**src/rtl/b32d_pkg.sv**
```systemverilog
// ----------------------------------------------------------------------------
// b32d_pkg
// Shared types, constants and helper functions of the bech32 string decoder:
// command and encoding codes, the checksum generator and the symbol table.
// ----------------------------------------------------------------------------
`default_nettype none

package b32d_pkg;

   localparam logic [6:0] MAX_LEN      = 7'd90;
   localparam logic [6:0] MIN_LEN      = 7'd8;
   localparam logic [6:0] CHECKSUM_LEN = 7'd6;
   localparam int         ADDR_W       = $clog2(int'(MAX_LEN));

   // request commands
   localparam logic [1:0] CMD_PUSH      = 2'd0;
   localparam logic [1:0] CMD_FINAL     = 2'd1;
   localparam logic [1:0] CMD_READ_DATA = 2'd2;
   localparam logic [1:0] CMD_READ_HRP  = 2'd3;

   // decode outcomes
   localparam logic [1:0] ENC_NONE    = 2'd0;
   localparam logic [1:0] ENC_BECH32  = 2'd1;
   localparam logic [1:0] ENC_BECH32M = 2'd2;

   // kinds of checksum step
   localparam logic [1:0] KIND_HI  = 2'd0;
   localparam logic [1:0] KIND_MID = 2'd1;
   localparam logic [1:0] KIND_LO  = 2'd2;
   localparam logic [1:0] KIND_DAT = 2'd3;

   localparam int          ACC_W         = 30;
   localparam logic [ACC_W-1:0] ACC_INIT  = 30'd1;
   localparam logic [ACC_W-1:0] RES_BECH32  = 30'd1;
   localparam logic [ACC_W-1:0] RES_BECH32M = 30'h2bc830a3;
   localparam logic [ACC_W-1:0] GEN0 = 30'h3b6a57b2;
   localparam logic [ACC_W-1:0] GEN1 = 30'h26508e6d;
   localparam logic [ACC_W-1:0] GEN2 = 30'h1ea119fa;
   localparam logic [ACC_W-1:0] GEN3 = 30'h3d4233dd;
   localparam logic [ACC_W-1:0] GEN4 = 30'h2a1462b3;

   localparam logic [7:0] CHAR_ONE = 8'h31;

   typedef struct packed {
      logic       clear;
      logic       valid;
      logic [1:0] kind;
   } step_type;

   typedef struct packed {
      logic [ACC_W-1:0] acc;
      logic             bad;
      logic             lower;
      logic             upper;
   } check_type;

   function automatic logic [ACC_W-1:0] poly_step(input logic [ACC_W-1:0] acc);
      logic [4:0]       top;
      logic [ACC_W-1:0] r;
      top = acc[29:25];
      r   = {acc[24:0], 5'd0};
      if (top[0]) r = r ^ GEN0;
      if (top[1]) r = r ^ GEN1;
      if (top[2]) r = r ^ GEN2;
      if (top[3]) r = r ^ GEN3;
      if (top[4]) r = r ^ GEN4;
      return r;
   endfunction

   function automatic logic is_upper(input logic [7:0] c);
      return c inside {[8'h41:8'h5a]};
   endfunction

   function automatic logic is_lower(input logic [7:0] c);
      return c inside {[8'h61:8'h7a]};
   endfunction

   function automatic logic [7:0] to_lower(input logic [7:0] c);
      return is_upper(c) ? c + 8'd32 : c;
   endfunction

   // returns {invalid, value}
   function automatic logic [5:0] sym_lookup(input logic [7:0] c);
      logic [7:0] lc;
      logic [5:0] r;
      lc = to_lower(c);
      case (lc)
         "q": r = 6'd0;   "p": r = 6'd1;   "z": r = 6'd2;   "r": r = 6'd3;
         "y": r = 6'd4;   "9": r = 6'd5;   "x": r = 6'd6;   "8": r = 6'd7;
         "g": r = 6'd8;   "f": r = 6'd9;   "2": r = 6'd10;  "t": r = 6'd11;
         "v": r = 6'd12;  "d": r = 6'd13;  "w": r = 6'd14;  "0": r = 6'd15;
         "s": r = 6'd16;  "3": r = 6'd17;  "j": r = 6'd18;  "n": r = 6'd19;
         "5": r = 6'd20;  "4": r = 6'd21;  "k": r = 6'd22;  "h": r = 6'd23;
         "c": r = 6'd24;  "e": r = 6'd25;  "6": r = 6'd26;  "m": r = 6'd27;
         "u": r = 6'd28;  "a": r = 6'd29;  "7": r = 6'd30;  "l": r = 6'd31;
         default: r = 6'd32;
      endcase
      if (c[7]) r = 6'd32;
      return r;
   endfunction

endpackage

`default_nettype wire

```
**src/rtl/b32d_polymod.sv**
```systemverilog
// ----------------------------------------------------------------------------
// b32d_polymod
// Checksum accumulator: one polymod step per valid step request, plus the
// character range, symbol and letter case checks on the hrp-high and data steps.
// ----------------------------------------------------------------------------
`default_nettype none

module b32d_polymod (
   input  wire logic                 clock,
   input  wire logic                 reset,
   input  wire b32d_pkg::step_type   step,
   input  wire logic [7:0]           byte_in,
   output b32d_pkg::check_type       status
);
   import b32d_pkg::*;

   logic [ACC_W-1:0] acc_ff, acc_in;
   logic             bad_ff, bad_in;
   logic             lower_ff, lower_in;
   logic             upper_ff, upper_in;
   logic [7:0]       lc;
   logic [5:0]       sym;
   logic [ACC_W-1:0] stepped;

   always_comb begin
      lc       = to_lower(byte_in);
      sym      = sym_lookup(byte_in);
      stepped  = poly_step(acc_ff);
      acc_in   = acc_ff;
      bad_in   = bad_ff;
      lower_in = lower_ff;
      upper_in = upper_ff;
      if (step.clear) begin
         acc_in   = ACC_INIT;
         bad_in   = 1'b0;
         lower_in = 1'b0;
         upper_in = 1'b0;
      end else if (step.valid) begin
         case (step.kind)
            KIND_HI: begin
               if (!(byte_in inside {[8'd33:8'd126]})) bad_in = 1'b1;
               if (is_lower(byte_in)) lower_in = 1'b1;
               if (is_upper(byte_in)) upper_in = 1'b1;
               acc_in = stepped ^ {27'd0, lc[7:5]};
            end
            KIND_MID: begin
               acc_in = stepped;
            end
            KIND_LO: begin
               acc_in = stepped ^ {25'd0, byte_in[4:0]};
            end
            KIND_DAT: begin
               if (sym[5]) bad_in = 1'b1;
               if (is_lower(byte_in)) lower_in = 1'b1;
               if (is_upper(byte_in)) upper_in = 1'b1;
               acc_in = stepped ^ {25'd0, sym[4:0]};
            end
            default: begin
               acc_in = acc_ff;
            end
         endcase
      end
   end

   always_ff @(posedge clock) begin
      if (reset) begin
         acc_ff   <= ACC_INIT;
         bad_ff   <= 1'b0;
         lower_ff <= 1'b0;
         upper_ff <= 1'b0;
      end else begin
         acc_ff   <= acc_in;
         bad_ff   <= bad_in;
         lower_ff <= lower_in;
         upper_ff <= upper_in;
      end
   end

   assign status.acc   = acc_ff;
   assign status.bad   = bad_ff;
   assign status.lower = lower_ff;
   assign status.upper = upper_ff;

endmodule

`default_nettype wire

```
**src/rtl/bech32_string_decoder.sv**
```systemverilog
// ----------------------------------------------------------------------------
// bech32_string_decoder
// Loads a bech32 / bech32m string byte by byte into a 90-byte store, checks
// and decodes it on the final byte and answers hrp and data reads.
//
//   channel   dir   ports                                         role
//   req       in    req_valid req_stall req_command req_char_byte  command
//                   req_read_index
//   rsp       out   rsp_valid rsp_stall rsp_encoding rsp_hrp_length one result
//                   rsp_payload_length rsp_read_value              per request
//
// A read does one store read, then the lookup. A final push is first checked
// for length and separator; if that passes, the checksum walks the store twice
// over the hrp and once over the data (data with its checksum) through
// the one read port.
// Reset clears control and outcome registers; the byte store is not cleared.
// Requests are stalled while a command is in progress or the result waits.
// ----------------------------------------------------------------------------
`default_nettype none

module bech32_string_decoder (
   input  wire logic       clock,
   input  wire logic       reset,
   input  wire logic       req_valid,
   output logic            req_stall,
   input  wire logic [1:0] req_command,
   input  wire logic [7:0] req_char_byte,
   input  wire logic [6:0] req_read_index,
   output logic            rsp_valid,
   input  wire logic       rsp_stall,
   output logic [1:0]      rsp_encoding,
   output logic [6:0]      rsp_hrp_length,
   output logic [6:0]      rsp_payload_length,
   output logic [6:0]      rsp_read_value
);
   import b32d_pkg::*;

   localparam logic [2:0] ST_IDLE  = 3'd0;
   localparam logic [2:0] ST_READ  = 3'd1;
   localparam logic [2:0] ST_CHECK = 3'd2;
   localparam logic [2:0] ST_WALK  = 3'd3;
   localparam logic [2:0] ST_DRAIN = 3'd4;
   localparam logic [2:0] ST_DONE  = 3'd5;

   logic [2:0]       state_ff, state_in;
   logic [6:0]       count_ff, count_in;
   logic [6:0]       sep_ff, sep_in;
   logic             found_ff, found_in;
   logic             overflow_ff, overflow_in;
   logic             start_new_ff, start_new_in;
   logic [1:0]       enc_ff, enc_in;
   logic [6:0]       hrp_len_ff, hrp_len_in;
   logic [6:0]       pay_len_ff, pay_len_in;
   logic             rsp_valid_ff, rsp_valid_in;
   logic [1:0]       rsp_enc_ff, rsp_enc_in;
   logic [6:0]       rsp_hrp_ff, rsp_hrp_in;
   logic [6:0]       rsp_pay_ff, rsp_pay_in;
   logic [6:0]       rsp_val_ff, rsp_val_in;
   logic [1:0]       phase_ff, phase_in;
   logic [6:0]       idx_ff, idx_in;
   step_type         tag_ff, tag_in;
   logic             rd_hrp_ff, rd_hrp_in;
   logic             rd_ok_ff, rd_ok_in;

   logic [7:0]       mem [int'(MAX_LEN)];
   logic [7:0]       rd_data_ff;
   logic [ADDR_W-1:0] rd_addr;
   logic             mem_we;
   logic [ADDR_W-1:0] wr_addr;

   check_type        status;
   logic             req_accept;
   logic             rsp_take;
   logic [6:0]       eff_count;
   logic             room;
   logic [7:0]       data_pos;
   logic             data_ok;
   logic             hrp_ok;
   logic [6:0]       tail_len;
   logic             precheck_fail;
   logic             good;
   logic [1:0]       enc_res;
   logic [7:0]       rd_lc;
   logic [5:0]       rd_sym;

   assign req_stall  = (state_ff != ST_IDLE) || (rsp_valid_ff && rsp_stall);
   assign req_accept = req_valid && !req_stall;
   assign rsp_take   = rsp_valid_ff && !rsp_stall;

   assign eff_count = start_new_ff ? 7'd0 : count_ff;
   assign room      = eff_count < MAX_LEN;
   assign mem_we    = req_accept && room &&
                      ((req_command == CMD_PUSH) || (req_command == CMD_FINAL));
   assign wr_addr   = eff_count[ADDR_W-1:0];

   assign data_pos  = {1'b0, hrp_len_ff} + 8'd1 + {1'b0, req_read_index};
   assign data_ok   = (req_read_index < pay_len_ff) && (data_pos < {1'b0, count_ff});
   assign hrp_ok    = (req_read_index < hrp_len_ff) && (req_read_index < count_ff);

   assign tail_len      = count_ff - 7'd1 - sep_ff;
   assign precheck_fail = overflow_ff || (count_ff < MIN_LEN) || !found_ff ||
                          (sep_ff == 7'd0) || (tail_len < CHECKSUM_LEN);

   // final verdict from the accumulated checksum and the character and case flags
   always_comb begin
      if (status.acc == RES_BECH32) begin
         enc_res = ENC_BECH32;
      end else if (status.acc == RES_BECH32M) begin
         enc_res = ENC_BECH32M;
      end else begin
         enc_res = ENC_NONE;
      end
      good = !status.bad && !(status.lower && status.upper) && (enc_res != ENC_NONE);
   end

   always_comb begin
      if (state_ff == ST_WALK) begin
         rd_addr = idx_ff[ADDR_W-1:0];
      end else if (req_command == CMD_READ_DATA && data_ok) begin
         rd_addr = data_pos[ADDR_W-1:0];
      end else if (req_command == CMD_READ_HRP && hrp_ok) begin
         rd_addr = req_read_index[ADDR_W-1:0];
      end else begin
         rd_addr = '0;
      end
   end

   assign rd_lc  = to_lower(rd_data_ff);
   assign rd_sym = sym_lookup(rd_data_ff);

   always_comb begin
      state_in     = state_ff;
      count_in     = count_ff;
      sep_in       = sep_ff;
      found_in     = found_ff;
      overflow_in  = overflow_ff;
      start_new_in = start_new_ff;
      enc_in       = enc_ff;
      hrp_len_in   = hrp_len_ff;
      pay_len_in   = pay_len_ff;
      rsp_valid_in = rsp_valid_ff && !rsp_take;
      rsp_enc_in   = rsp_enc_ff;
      rsp_hrp_in   = rsp_hrp_ff;
      rsp_pay_in   = rsp_pay_ff;
      rsp_val_in   = rsp_val_ff;
      phase_in     = phase_ff;
      idx_in       = idx_ff;
      tag_in       = '0;
      rd_hrp_in    = rd_hrp_ff;
      rd_ok_in     = rd_ok_ff;

      case (state_ff)
         ST_IDLE: begin
            if (req_accept) begin
               if (req_command == CMD_PUSH || req_command == CMD_FINAL) begin
                  if (start_new_ff) begin
                     start_new_in = 1'b0;
                     count_in     = 7'd0;
                     overflow_in  = 1'b0;
                     found_in     = 1'b0;
                     enc_in       = ENC_NONE;
                     hrp_len_in   = 7'd0;
                     pay_len_in   = 7'd0;
                  end
                  if (room) begin
                     count_in = eff_count + 7'd1;
                     if (req_char_byte == CHAR_ONE) begin
                        sep_in   = eff_count;
                        found_in = 1'b1;
                     end
                  end else begin
                     overflow_in = 1'b1;
                  end
                  if (req_command == CMD_PUSH) begin
                     rsp_valid_in = 1'b1;
                     rsp_enc_in   = enc_in;
                     rsp_hrp_in   = hrp_len_in;
                     rsp_pay_in   = pay_len_in;
                     rsp_val_in   = 7'd0;
                  end else begin
                     start_new_in = 1'b1;
                     tag_in.clear = 1'b1;
                     state_in     = ST_CHECK;
                  end
               end else begin
                  rd_hrp_in = (req_command == CMD_READ_HRP);
                  rd_ok_in  = (req_command == CMD_READ_HRP) ? hrp_ok : data_ok;
                  state_in  = ST_READ;
               end
            end
         end
         ST_READ: begin
            rsp_valid_in = 1'b1;
            rsp_enc_in   = enc_ff;
            rsp_hrp_in   = hrp_len_ff;
            rsp_pay_in   = pay_len_ff;
            if (!rd_ok_ff) begin
               rsp_val_in = 7'd0;
            end else if (rd_hrp_ff) begin
               rsp_val_in = rd_lc[6:0];
            end else begin
               rsp_val_in = rd_sym[5] ? 7'd0 : {2'd0, rd_sym[4:0]};
            end
            state_in = ST_IDLE;
         end
         ST_CHECK: begin
            if (precheck_fail) begin
               enc_in       = ENC_NONE;
               hrp_len_in   = 7'd0;
               pay_len_in   = 7'd0;
               rsp_valid_in = 1'b1;
               rsp_enc_in   = ENC_NONE;
               rsp_hrp_in   = 7'd0;
               rsp_pay_in   = 7'd0;
               rsp_val_in   = 7'd0;
               state_in     = ST_IDLE;
            end else begin
               phase_in = KIND_HI;
               idx_in   = 7'd0;
               state_in = ST_WALK;
            end
         end
         ST_WALK: begin
            // issue one store read per cycle; the step follows with the data
            tag_in.valid = 1'b1;
            tag_in.kind  = phase_ff;
            case (phase_ff)
               KIND_HI: begin
                  if (idx_ff == sep_ff - 7'd1) begin
                     phase_in = KIND_MID;
                  end else begin
                     idx_in = idx_ff + 7'd1;
                  end
               end
               KIND_MID: begin
                  phase_in = KIND_LO;
                  idx_in   = 7'd0;
               end
               KIND_LO: begin
                  if (idx_ff == sep_ff - 7'd1) begin
                     phase_in = KIND_DAT;
                     idx_in   = sep_ff + 7'd1;
                  end else begin
                     idx_in = idx_ff + 7'd1;
                  end
               end
               KIND_DAT: begin
                  if (idx_ff == count_ff - 7'd1) begin
                     state_in = ST_DRAIN;
                  end else begin
                     idx_in = idx_ff + 7'd1;
                  end
               end
               default: begin
                  state_in = ST_DRAIN;
               end
            endcase
         end
         ST_DRAIN: begin
            state_in = ST_DONE;
         end
         ST_DONE: begin
            enc_in       = good ? enc_res : ENC_NONE;
            hrp_len_in   = good ? sep_ff : 7'd0;
            pay_len_in   = good ? (tail_len - CHECKSUM_LEN) : 7'd0;
            rsp_valid_in = 1'b1;
            rsp_enc_in   = enc_in;
            rsp_hrp_in   = hrp_len_in;
            rsp_pay_in   = pay_len_in;
            rsp_val_in   = 7'd0;
            state_in     = ST_IDLE;
         end
         default: begin
            state_in = ST_IDLE;
         end
      endcase
   end

   always_ff @(posedge clock) begin
      if (mem_we) begin
         mem[wr_addr] <= req_char_byte;
      end
      rd_data_ff <= mem[rd_addr];
   end

   always_ff @(posedge clock) begin
      if (reset) begin
         state_ff     <= ST_IDLE;
         count_ff     <= 7'd0;
         found_ff     <= 1'b0;
         overflow_ff  <= 1'b0;
         start_new_ff <= 1'b1;
         enc_ff       <= ENC_NONE;
         hrp_len_ff   <= 7'd0;
         pay_len_ff   <= 7'd0;
         rsp_valid_ff <= 1'b0;
         tag_ff       <= '0;
      end else begin
         state_ff     <= state_in;
         count_ff     <= count_in;
         found_ff     <= found_in;
         overflow_ff  <= overflow_in;
         start_new_ff <= start_new_in;
         enc_ff       <= enc_in;
         hrp_len_ff   <= hrp_len_in;
         pay_len_ff   <= pay_len_in;
         rsp_valid_ff <= rsp_valid_in;
         tag_ff       <= tag_in;
      end
   end

   always_ff @(posedge clock) begin
      sep_ff     <= sep_in;
      rsp_enc_ff <= rsp_enc_in;
      rsp_hrp_ff <= rsp_hrp_in;
      rsp_pay_ff <= rsp_pay_in;
      rsp_val_ff <= rsp_val_in;
      phase_ff   <= phase_in;
      idx_ff     <= idx_in;
      rd_hrp_ff  <= rd_hrp_in;
      rd_ok_ff   <= rd_ok_in;
   end

   b32d_polymod u_polymod (
      .clock   (clock),
      .reset   (reset),
      .step    (tag_ff),
      .byte_in (rd_data_ff),
      .status  (status)
   );

   assign rsp_valid          = rsp_valid_ff;
   assign rsp_encoding       = rsp_enc_ff;
   assign rsp_hrp_length     = rsp_hrp_ff;
   assign rsp_payload_length = rsp_pay_ff;
   assign rsp_read_value     = rsp_val_ff;

`ifndef ASSERT_OFF
   a_read_goes_to_lookup: assert property (@(posedge clock) disable iff (reset)
      req_accept && (req_command == CMD_READ_DATA || req_command == CMD_READ_HRP)
      |=> state_ff == ST_READ)
      else $error("read request did not enter the lookup state");

   a_count_bounded: assert property (@(posedge clock) disable iff (reset)
      count_ff <= MAX_LEN)
      else $error("byte count beyond store depth");

   a_step_only_in_walk: assert property (@(posedge clock) disable iff (reset)
      tag_ff.valid |-> (state_ff == ST_WALK || state_ff == ST_DRAIN))
      else $error("checksum step outside the walk");

   a_lengths_fit: assert property (@(posedge clock) disable iff (reset)
      rsp_valid && rsp_encoding != ENC_NONE
      |-> rsp_hrp_length != 7'd0 &&
          ({1'b0, rsp_hrp_length} + {1'b0, rsp_payload_length} + 8'd7) <= {1'b0, MAX_LEN})
      else $error("decoded lengths do not fit the string");
`endif

endmodule

`default_nettype wire
```
**config.mk**
```make
export PLATFORM = sky130hd
export DESIGN_NAME = bech32_string_decoder
export DESIGN_NICKNAME = d
export VERILOG_FILES = /design/src/rtl/b32d_pkg.sv /design/src/rtl/b32d_polymod.sv /design/src/rtl/bech32_string_decoder.sv
export SDC_FILE = /design/constraint.sdc
export NUM_CORES = 1
export LEC_CHECK = 0
export BUFFER_PORTS_ARGS = -buffer_cell sky130_fd_sc_hd__buf_2
export CELL_PAD_IN_SITES_DETAIL_PLACEMENT = 0
export CELL_PAD_IN_SITES_GLOBAL_PLACEMENT = 1
export CORE_MARGIN = 2
export CORE_UTILIZATION = 40
export CTS_BUF_LIST = sky130_fd_sc_hd__clkbuf_16
export CTS_CLUSTER_DIAMETER = 80
export DETAILED_ROUTE_END_ITERATION = 8
export MAX_ROUTING_LAYER = met4
export PLACE_DENSITY = 0.64
export SLEW_MARGIN = 20
export SYNTH_ARGS = -nofsm -noshare
export SYNTH_HDL_FRONTEND = slang
export SYNTH_SLANG_ARGS = --single-unit
```
**constraint.sdc**
```tcl
create_clock -name clock -period 6.2 [get_ports clock]
set_clock_uncertainty 0.1 [all_clocks]
set_input_delay 1.24 -clock clock [delete_from_list [all_inputs] [get_ports clock]]
set_output_delay 1.24 -clock clock [all_outputs]
set_load 0.01 [all_outputs]
```
==> metrics.txt <==
status=completed; FF/Latch Area=24,400 sq um; DR vias/cell=5.61; FFs w/ async S/R, synth=0; clk sink count=836; Synth top area share=0.622; fin crit share=0.948; Port Buffers=45; cts bufs inserted=91; global route overflow=0; layout cells sized above 1=0.105; clock tree buffer depth=3; Hold Vio Cnt, Final=0; Die Span X=307 um; htree depth=3; initial antenna violation count=2; first-pass GRT wire length=159,000 um; f_max=170 MHz; Tightest Pin Transition=1.11 ns; most common cell in the netlist=edfxtp_1; HPWL after DPL=70,400 um; Critical Path RT=6.65 ns; Layout Cells excl Fill=4,391; number of global-route vias before repair=24,200; die area=94,300 sq um; average size of a mapped cell=12.1 sq um; worst min path class=register to register; area delta synth->final=13.2%; root buf cell=clkbuf_16; Hold Slack=0.379 ns; worst vdd rail ir drop=0.000310 V; fill cell count=8,323; fin nets=3,217; Final Max Slew Viols=0; worst-path fanout max=6; Post CTS Setup Buffer Count=0; Row Count=111; CP max stage delay=0.60 ns; relative slew slack=0.256; die height=307 um; clock slew at reported path FFs=0.06 ns; n_diodes=0; syn nets=3,134; Post-Syn Instances=3,047; number of primary I/O pins=46; Synth cell types=83; First-pass DRT Iterations=5; worst skew pair latency=0.66 ns; Synth Flop Type=edfxtp_1; placed insts=4,223; Routed Antenna Nets=0; CTS tree=yes; Initial Utilization=0.402; Pwr Density=294 nW/um^2; gp weighted congestion=0.931; Synth Cell Area=36,800 sq um; Detailed Route WL=107,000 um; CP arrival=6.32 ns; Cell Chain, Critical Path=buf_2 > inv_1 > ha_1 > fa_1 > o21bai_1 > a21oi_1 > xor2_1 > ha_1 > a21o_1 > a21o_1 > a222oi_1 > and4b_1 > a22oi_1 > o21ai_0 > nand3_1 > nor3_1 > nand3_1 > and4_1; crit end category=register; total global-route track usage=0.233; Synth area leader=edfxtp_1; RSZ-0062 raised after global routing=no; most frequent cells after synthesis=edfxtp_1, nand2_1, nand3_1, nor2_1, a21oi_1; Crit-path slowest cell=nor3_1; Post-CTS Resized=0; ranking of synthesized cells by area=edfxtp_1, nand2_1, dfxtp_1; DRC Markers=0; EDFF count, synth=761; DR WL/cell=24.3 um; post-route minimum period=5.88 ns; Synth Register Bits=836; hold_buf cts=0; Finish-stage setup viols=0; multi-input logic area=11,300 sq um; fin util=0.455; Placeable Area=91,400 sq um; vias=24,700; Iter 0 DRT Violations=2,416; sequential fraction of the synthesis area=0.663; Setup crit start kind=input pin; Static Leakage=14.4 nW; max-cap viol count=0; largest net degree at the start of global routing=87; critical path class=input pin to register; Synth warnings=0
-- sequential cells by signal (all words and copies together) (netlist names), 2 cells and up --
| name | cells |
|---|---|
| mem | 720 |
| u_polymod.acc_ff | 30 |
| rd_data_ff | 8 |
| count_ff | 7 |
| hrp_len_ff | 7 |
| idx_ff | 7 |
| pay_len_ff | 7 |
| rsp_hrp_length | 7 |
| rsp_payload_length | 7 |
| rsp_read_value | 7 |
| sep_ff | 7 |
| tag_ff | 4 |
| state_ff | 3 |
| enc_ff | 2 |
| phase_ff | 2 |
| rsp_encoding | 2 |
-- layout make-up --
| cell class | count | share of cell area |
|---|---|---|
| inverters | 63 | 0.00569 |
| repair buffers | 165 | 0.0318 |
| well taps | 1186 | 0.0357 |
| flip-flops and latches | 836 | 0.586 |
| multi-input cells | 1973 | 0.271 |
| clock buffers | 94 | 0.0566 |
| clock inverters | 74 | 0.0132 |
-- critical path, delay by kind of cell --
family,cells,cell delay (ns)
AND/OR/NAND/NOR,5,2.10
adder cells (fa/ha/maj),3,0.94
AO/OA/AOI/OAI,7,1.65
buffers and inverters,2,0.18
XOR/XNOR,1,0.21
-- cell usage in the layout, fill, tap and decap left out, drive strengths merged, types with 32 or more instances in the layout --
cell type and n:
edfxtp 761, nand2 654, nor2 253, nand3 248, buf 165, a21oi 107, mux2i 100, clkbuf 94
inv 87, dfxtp 75, xnor2 72, ha 64, a31oi 50, o21ai 49, clkinv 39, xor2 33
nor3 32
-- path summary, 6_finish.rpt --
kind	endpoint	cells past startpoint	startpoint	slack, ns
worst max-delay path	rd_data_ff[4]$_DFF_P_	18	req_read_index[0]	0.32
worst min-delay path	u_polymod.upper_ff$_SDFFE_PP0P_	2	u_polymod.upper_ff$_SDFFE_PP0P_	0.38
worst max register to register	rd_data_ff[4]$_DFF_P_	17	hrp_len_ff[0]$_SDFFE_PP0P_	0.64
worst min register to register	u_polymod.upper_ff$_SDFFE_PP0P_	2	u_polymod.upper_ff$_SDFFE_PP0P_	0.38
-- layer usage --
metal	share of wire	routed length, um	track usage	vias up
met4	0.032	3420	0.0752	0
met5	0	0	-	-
met1	0.44	46600	0.313	12300
li1	-	-	-	11300
met3	0.058	6170	0.0287	183
met2	0.47	50600	0.370	830
-- per-stage QoR --
stage	power (W)	setup TNS (ns)	setup slack, ns	area, sq um
after floorplan	0.00673	0	1.16	36800
after global placement	0.00707	-0.478	-0.119	38700
after detailed placement	0.00707	-0.843	-0.192	38700
after CTS	0.0123	0	0.482	41600
after global routing	0.0126	0	0.180	41600
final	0.0122	0	0.323	41600
-- report_power, final --
part	switching (W)	internal [W]	total (W)	leakage, nW
Combinational	0.000506	0.000228	0.000733	5.49
Sequential	0.0000512	0.00617	0.00622	7.44
Clock	0.00225	0.00304	0.00528	1.50
Total	0.00280	0.00944	0.0122	14.4
-- cell families after synthesis --
kind of cell               synth area share
buffers and inverters                0.0317
muxes                                0.0291
and+or+nand+nor                       0.152
AOI/OAI and AO/OA                    0.0769
DFF                                   0.663
xor gates and xnor gates             0.0250
adders and majority gates            0.0229
Note: power is estimated with default switching activity, not from simulation.
